--- src/rtl/tli_pkg.sv ---
package tli_pkg;
    localparam int DEPTH = 256;
    localparam int AW = $clog2(DEPTH);
    localparam int LW = $clog2(DEPTH + 1);
    localparam int CFG_IW = 2;
    localparam int CFG_DW = 9;

    localparam logic [CFG_IW-1:0] REG_LENGTH = 2'd0;
    localparam logic [CFG_IW-1:0] REG_EXT_BELOW = 2'd1;
    localparam logic [CFG_IW-1:0] REG_EXT_ABOVE = 2'd2;

    localparam logic FUNC_WRITE = 1'b0;
    localparam logic FUNC_QUERY = 1'b1;

    localparam logic [1:0] ST_OK = 2'd0;
    localparam logic [1:0] ST_SHORT = 2'd1;
    localparam logic [1:0] ST_SAT = 2'd2;

    typedef struct packed {
        logic        func;
        logic [7:0]  entry_index;
        logic [31:0] x_value;
        logic [31:0] y_value;
    } t_in;

    typedef struct packed {
        logic [31:0] result;
        logic [1:0]  status;
    } t_out;

    typedef struct packed {
        logic        start;
        logic [31:0] xa;
        logic [31:0] xb;
        logic [31:0] ya;
        logic [31:0] yb;
        logic [31:0] q;
    } t_line_req;

    typedef struct packed {
        logic        done;
        logic [31:0] value;
        logic        sat;
    } t_line_rsp;

    typedef enum logic [3:0] {
        S_IDLE, S_RD_FIRST, S_CHK_FIRST, S_RD_LAST, S_CHK_LAST,
        S_SRCH, S_SRCH_RD, S_SRCH_W, S_RD_PAIR, S_PAIR_W, S_RD_PAIR2, S_LINE_W, S_OUT
    } t_state;

    typedef enum logic [2:0] {L_IDLE, L_MUL, L_DIV, L_SUM, L_DONE} t_lstate;
endpackage

--- src/rtl/tli_line.sv ---
module tli_line (
    input  logic                i_clk,
    input  logic                i_rst_n,
    input  tli_pkg::t_line_req  i_req,
    output tli_pkg::t_line_rsp  o_rsp
);
    import tli_pkg::*;

    function automatic logic [32:0] sext(input logic [31:0] v);
        return {v[31], v};
    endfunction

    function automatic logic [32:0] mag(input logic signed [32:0] v);
        return v[32] ? 33'(-v) : 33'(v);
    endfunction

    t_lstate      r_st, n_st;
    logic [32:0]  r_mdy, r_mdq, r_mdx;
    logic         r_neg, r_eq;
    logic signed [32:0] r_ya;
    logic [65:0]  r_rem;
    logic [65:0]  r_num;
    logic [6:0]   r_cnt;
    logic [65:0]  r_quo;
    logic [31:0]  r_val;
    logic         r_sat;

    logic signed [32:0] w_dy, w_dq, w_dx;
    logic [65:0]  w_trial;
    logic signed [67:0] w_sum;

    assign w_dy = $signed(sext(i_req.yb)) - $signed(sext(i_req.ya));
    assign w_dq = $signed(sext(i_req.q)) - $signed(sext(i_req.xa));
    assign w_dx = $signed(sext(i_req.xb)) - $signed(sext(i_req.xa));
    assign w_trial = {r_rem[64:0], r_num[65]};
    assign w_sum = {{35{r_ya[32]}}, r_ya}
                 + (r_neg ? -$signed({2'b00, r_quo}) : $signed({2'b00, r_quo}));

    always_comb begin
        n_st = r_st;
        unique case (r_st)
            L_IDLE: if (i_req.start) n_st = L_MUL;
            L_MUL:  n_st = r_eq ? L_DONE : L_DIV;
            L_DIV:  if (r_cnt == 7'd65) n_st = L_SUM;
            L_SUM:  n_st = L_DONE;
            L_DONE: n_st = L_IDLE;
            default: n_st = L_IDLE;
        endcase
    end

    always_ff @(posedge i_clk) begin
        if (!i_rst_n) begin
            r_st <= L_IDLE;
        end else begin
            r_st <= n_st;
        end
        unique case (r_st)
            L_IDLE: begin
                r_mdy <= mag(w_dy);
                r_mdq <= mag(w_dq);
                r_mdx <= mag(w_dx);
                r_neg <= w_dy[32] ^ w_dq[32] ^ w_dx[32];
                r_eq  <= (i_req.xa == i_req.xb);
                r_ya  <= $signed(sext(i_req.ya));
                r_val <= i_req.ya;
                r_sat <= 1'b0;
            end
            L_MUL: begin
                r_num <= 66'(r_mdy * r_mdq);
                r_rem <= '0;
                r_quo <= '0;
                r_cnt <= '0;
            end
            L_DIV: begin
                r_num <= {r_num[64:0], 1'b0};
                if (w_trial >= {33'd0, r_mdx}) begin
                    r_rem <= w_trial - {33'd0, r_mdx};
                    r_quo <= {r_quo[64:0], 1'b1};
                end else begin
                    r_rem <= w_trial;
                    r_quo <= {r_quo[64:0], 1'b0};
                end
                r_cnt <= r_cnt + 7'd1;
            end
            L_SUM: begin
                if (w_sum > 68'sh7FFFFFFF) begin
                    r_val <= 32'h7FFFFFFF;
                    r_sat <= 1'b1;
                end else if (w_sum < -68'sh80000000) begin
                    r_val <= 32'h80000000;
                    r_sat <= 1'b1;
                end else begin
                    r_val <= w_sum[31:0];
                end
            end
            default: ;
        endcase
    end

    assign o_rsp.done = (r_st == L_DONE);
    assign o_rsp.value = r_val;
    assign o_rsp.sat = r_sat;
endmodule

--- config.mk ---
export PLATFORM = sky130hd
export DESIGN_NAME = tli_line
export DESIGN_NICKNAME = d
export VERILOG_FILES = /design/src/rtl/tli_pkg.sv /design/src/rtl/tli_line.sv
export SDC_FILE = /design/constraint.sdc
export NUM_CORES = 2
export LEC_CHECK = 0
export BUFFER_PORTS_ARGS = -buffer_cell sky130_fd_sc_hd__buf_4
export CORE_MARGIN = 2
export CORE_UTILIZATION = 60
export CTS_BUF_LIST = sky130_fd_sc_hd__clkbuf_16
export CTS_CLUSTER_DIAMETER = 80
export DETAILED_ROUTE_END_ITERATION = 12
export PLACE_DENSITY = 0.8
export SETUP_SLACK_MARGIN = 0.3
export SKIP_CTS_REPAIR_TIMING = 1
export SYNTH_ARGS = -nofsm -noshare
export SYNTH_HDL_FRONTEND = slang
export SYNTH_SLANG_ARGS = --single-unit
--- constraint.sdc ---
create_clock -name i_clk -period 10.3 [get_ports i_clk]
set_input_delay 2.06 -clock i_clk [delete_from_list [all_inputs] [get_ports i_clk]]
set_output_delay 2.06 -clock i_clk [all_outputs]
set_load 0.1 [all_outputs]
# --- Yosys cells after proc, flatten, opt, wreduce, memory -nomap -nowiden ---
# Cells that the tools add are included.
totals:
  output_inout_bits: 34
  ram_bits: 0
  rom_bits: 0
  latch_bits: 0
  word_cells: 66
  n_memories: 0
  regBits: 373
classes:
  n_div: 0
  addsub: 10
  n_reduce_logical: 5
  magnitude_cmp: 3
  n_mux: 20
  multipliers: 1
  shifts: 0
  eq_ne: 9
  n_bitwise: 2
op_table:
  columns: ["operator", "n"]
  rows:
  - ["case mux 66 bit (2 select lines)", 2]
  - ["2-to-1 mux 32 bit", 5]
  - ["case mux 65 bit (2 select lines)", 1]
  - ["negation 33 bit", 3]
  - ["subtractor 32 x 32 -> 33 bit", 3]
  - ["adder 68 bit", 1]
  - ["> comparator 68 x 32 -> 1 bit (second input constant)", 1]
  - ["less-than comparator 68 x 32 -> 1 bit (second input constant)", 1]
  - ["2-to-1 mux 68 bit", 1]
  - ["negation 66 -> 68 bit", 1]
  - ["greater-or-equal comparator 66 x 33 -> 1 bit", 1]
  - ["multiplier 33 x 33 -> 66 bit", 1]
  - ["2-to-1 mux 65 bit", 1]
  - ["subtractor 65 x 33 -> 65 bit", 1]
  - ["case mux 32 bit (2 select lines)", 1]
  - ["equality test 32 bit", 1]
  - ["case mux 7 bit (2 select lines)", 1]
  - ["case mux 3 bit (4 select lines)", 1]
  - ["2-to-1 mux 3 bit", 3]
  - ["adder 7 x 1 -> 7 bit (second input constant)", 1]
  - ["equality test 7 bit (second input constant)", 1]
  - ["equality test 3 x 2 -> 1 bit (second input constant)", 2]
  - ["!= test 2 bit (second input constant)", 2]
  - ["AND reduction 2 bit", 2]
  - ["8 further kinds", 12]

# --- Depth between registers and ports, before layout ---
logic_depth:
  ltp_word: 7
  ltp_mapped: 31
  depth_no_buf: 30

# --- Worst setup path before layout ---
# Ideal clock, no wire load.
synth_timing:
  path_kind: "reg2reg"
  startpoint: "reg r_st[1]"
  endpoint: "reg r_val[0], enable pin"
  path_stages_with_launch: 4
  period_less_slack_ns: 11.457
  slack_ns: -1.157
  arrival_time_ns: 11.082
  setup_ns: 0.375
  path_cell_list: "dfxtp_1 -> clkbuf_1 -> nor3_1 -> or2_2"
synth_between:
  elab_chain_cells: 2
  elab_cells_between_ends: 3
synth_rtl:
  columns: ["element", "line", "rtl"]
  rows:
  - ["from (decl)", "tli_line.sv:17", "t_lstate r_st, n_st;"]
  - ["from (signal assigned)", "tli_line.sv:55", "r_st <= n_st;"]
  - ["equality test 3 x 2 -> 1 bit / zero test 3 bit (equally long branches)", "tli_line.sv:57", "unique case (r_st)"]
  - ["nonzero test 2 bit (no line) *", null, null]
  - ["to (signal assigned)", "tli_line.sv:65", "r_val <= i_req.ya;"]
  - ["to (signal assigned)", "tli_line.sv:93", "r_val <= w_sum[31:0];"]
  - ["to (decl)", "tli_line.sv:25", "logic [31:0] r_val;"]
# Mark *: on every way between the ends. The rest lies on a longest branch, timed or not.
# A chain may end at the register's enable or synchronous reset.

# --- Final worst setup path ---
layout_timing:
  startpoint: "reg r_mdq[0]"
  endpoint: "reg r_num[59] (data pin)"
layout_between:
  elab_chain_cells: 2
layout_rtl:
  columns: ["element", "line", "rtl"]
  rows:
  - ["from (decl)", "tli_line.sv:18", "logic [32:0] r_mdy, r_mdq, r_mdx;"]
  - ["from (signal assigned)", "tli_line.sv:60", "r_mdq <= mag(w_dq);"]
  - ["multiplier 33 x 33 -> 66 bit", "tli_line.sv:69", "r_num <= 66'(r_mdy * r_mdq);"]
  - ["case mux 66 bit (2 select lines)", "tli_line.sv:57", null]
  - ["to (signal assigned)", "tli_line.sv:69", null]
  - ["to (signal assigned)", "tli_line.sv:75", "r_num <= {r_num[64:0], 1'b0};"]
  - ["to (decl)", "tli_line.sv:22", "logic [65:0] r_num;"]
# Every way passes these cells.

==> flow_summary.ini <==
[route]
drt_pre_antenna_iters = 8
route.final.wire_length_mm = 191
dr_total_vias = 52889
detail-route-antenna-nets = 0
detail_route.vias_per_cell = 6.04
drt_drc_violations_left = 0
wl_per_cell_um = 21.8
drtIter0Drc = 5092

[timing]
max_clock_freq_mhz = 103
grt_setup_unrepaired = true
finalWorstPathRequiredPeriod_ps = 9710
fin_worst_hold_slack_ps = 512
setup_violations = 0
relSlewSlack = 0.207
setup-tns-final_ps = 0
finalClockSkew_ps = 60.4
timing.final.crit_share = 0.943
timing.final.max_slew_violations = 0
transition_time_at_the_pin_with_the_least_slew_margin_ps = 1180
hold_violations = 0

[grt]
track_usage = 0.348
vias_in_the_first_global_route = 53652
grt_start_max_net_pins = 135
grt_most_used_layer = met2
grt_util_met1 = 0.463
gr_util_met2 = 0.552
grt_first_pass_wirelength_mm = 303
global_routing_usage_on_met3 = 0.0642
initial_antenna_violation_count = 4
overflow = 0

[worst_setup_path]
criticalPathCategory = reg -> reg
worst_ep_required_time_ps = 10720
max_stage_delay_ps = 840
reg2reg_depth = 29
cp_slowest_cell = edfxtp_1
worstSetupEndpointType = flop
r2r_start = r_mdq[0]$_DFFE_PP_
cp.arrival_ps = 10130
crit_path_frequent_cell = fa_1
worstSetupEndpoint = r_num[59]$_DFFE_PP_
timing.critical_path.from_type = flop
timing.reg2reg.setup_slack_ps = 590
timing.critical_path.from = r_mdq[0]$_DFFE_PP_
cp_max_fo = 33
timing.rr.end = r_num[59]$_DFFE_PP_

[die]
die-height_um = 334
die-area_um2 = 111000
placeable_core_region_um2 = 108000
num_io_pins = 197
initial_utilization = 0.607
rows = 120
die_width_um = 334

[cts]
cts_inserted_buffers = 51
tritoncts = built
cts.path.max_buffers = 3
root_buffer = clkbuf_16
path_clk_slew_ps = 60
clock_sinks = 373
clk_lat_worst_skew_ps = 690
ctsHtreeMaxLevel = 2

[placed_design]
post-dp-hpwl_mm = 153
final_wtd_congestion = 1.01
io_buffer_count = 196

[synth]
syn_area_um2 = 65200
ys_types = 90
syn-mean-instance-area_um2 = 8.95
async_flop_share = 0
synth_top_area_frac = 0.296
ys_ff_latch = 373
mappedNetlistNets = 8882
yosys_most_used_dff = edfxtp_1
synth_largest_area_cell = fa_1
synth_cells = 7289
synth_enable_flop_cells = 370
ys.warnings.count = 0
synth.area.top_cells = fa_1, edfxtp_1, ha_1, inv_1, and2_1
synth-seq-area-share = 0.171

[min_path]
hold_path_class = reg -> reg

[cells_and_area]
ratio_of_cells_with_drive_above_1_in_the_final_layout = 0.0648
synthToLayoutAreaGrowth_pct = 7.43
finalNetCount = 8912
diodes = 0

[outcome]
status = completed

[flow_run]
max_cap_viol_count = 0
==> critical path: cells and delay by family, from the launching register on <==
| family | cells | cell delay (ps) |
|---|---|---|
| fa+ha+maj | 9 | 4470 |
| flops | 1 | 840 |
| buf+inv | 8 | 740 |
| xor+xnor | 1 | 180 |
| simple gates | 2 | 720 |
| compound gates | 9 | 2490 |
==> metrics by stage <==
| step | setup WS [ps] | util | cells | area, µm² |
|---|---|---|---|---|
| floorplan | 384 | - | 7289 | 65200 |
| global placement | 533 | 0.633 | 8652 | 68100 |
| detailed placement | 509 | 0.633 | 8652 | 68100 |
| CTS | 453 | 0.650 | 8746 | 69900 |
| global route | 272 | 0.652 | 8763 | 70100 |
| finish | 592 | 0.652 | 8763 | 70100 |
==> sequential cells by signal (all words and copies together), names as in the netlist <==
name,cells
r_eq,1
r_num,66
r_mdy,33
r_quo,66
r_cnt,7
r_ya,32
r_sat,1
r_mdq,33
r_st,3
r_mdx,33
r_neg,1
r_val,32
r_rem,65
==> cell usage in the layout (no fill, tap or decap), types with 15 or more instances in the layout <==
cell / n
o41ai_1: 16
a31oi_1: 36
or3_1: 52
and3_1: 40
nand3b_1: 15
nor2b_1: 33
a21o_1: 138
and4_1: 21
mux2i_1: 19
xnor2_1: 262
or2_2: 21
a211oi_1: 28
fa_1: 963
nand2b_1: 41
nor3b_1: 15
nand2_1: 807
and2_1: 637
o211ai_1: 25
inv_1: 1259
nand3_1: 80
a21boi_0: 16
o21a_1: 44
nor4_1: 33
nor2_1: 306
xor2_1: 129
clkbuf_16: 51
nand4_1: 70
buf_4: 320
o21bai_1: 40
edfxtp_1: 370
ha_1: 467
a21oi_1: 362
o21ai_0: 229
o31ai_1: 62
or4_1: 25
nor3_1: 75
a221o_1: 37
==> metal layers <==
metal,part of all wire,routed length (µm)
met4,0.058,11000
met5,0.00026,49
met1,0.39,75100
met3,0.091,17300
met2,0.46,87600
==> worst min path at each step <==
stage                                       from                  to  slack, ps  cells after the start
after global placement        r_num[4]$_DFFE_PP_  r_num[5]$_DFFE_PP_        490                      2
after detailed placement      r_num[2]$_DFFE_PP_  r_num[3]$_DFFE_PP_        500                      2
after global routing      r_num[0]$_SDFFCE_PP0P_  r_num[1]$_DFFE_PP_        540                      2
after CTS                     r_num[2]$_DFFE_PP_  r_num[3]$_DFFE_PP_        510                      2
final                         r_num[3]$_DFFE_PP_  r_num[4]$_DFFE_PP_        510                      2
after floorplan           r_num[0]$_SDFFCE_PP0P_  r_num[1]$_DFFE_PP_        480                      2
==> cell type report <==
type	instances	area (µm²)
Clock buffer	51	1280
Clock inverter	43	512
Fill cell	8687	37400
Inverter	1254	4710
Multi-Input combinational cell	5307	48000
Sequential cell	373	11200
Tap cell	1403	1760
Timing Repair Buffer	332	2630
==> synth_stat cells, types with 70 or more instances <==
| master | instances |
|---|---|
| a21oi_1 | 363 |
| and2_1 | 637 |
| nor2_1 | 307 |
| edfxtp_1 | 370 |
| xnor2_1 | 262 |
| xor2_1 | 129 |
| o21ai_0 | 230 |
| ha_1 | 467 |
| nand2_1 | 807 |
| nand4_1 | 70 |
| fa_1 | 963 |
| nor3_1 | 76 |
| clkbuf_1 | 336 |
| nand3_1 | 80 |
| inv_1 | 1254 |
| a21o_1 | 138 |
==> cell families (layout without fill, tap and decap cells) <==
logic type / Yosys count / in the layout / share of synthesized area
xor gates and xnor gates: 392 / 392 / 0.0528
buffers and inverters: 1609 / 1680 / 0.0933
DFF: 373 / 373 / 0.171
AOI/OAI and AO/OA: 1153 / 1153 / 0.114
and+or+nand+nor: 2310 / 2310 / 0.180
muxes: 22 / 22 / 0.00343
adders and majority gates: 1430 / 1430 / 0.385
Power is not shown: default switching activity piles up to over one toggle a cycle in this logic, so the estimate is an artifact.
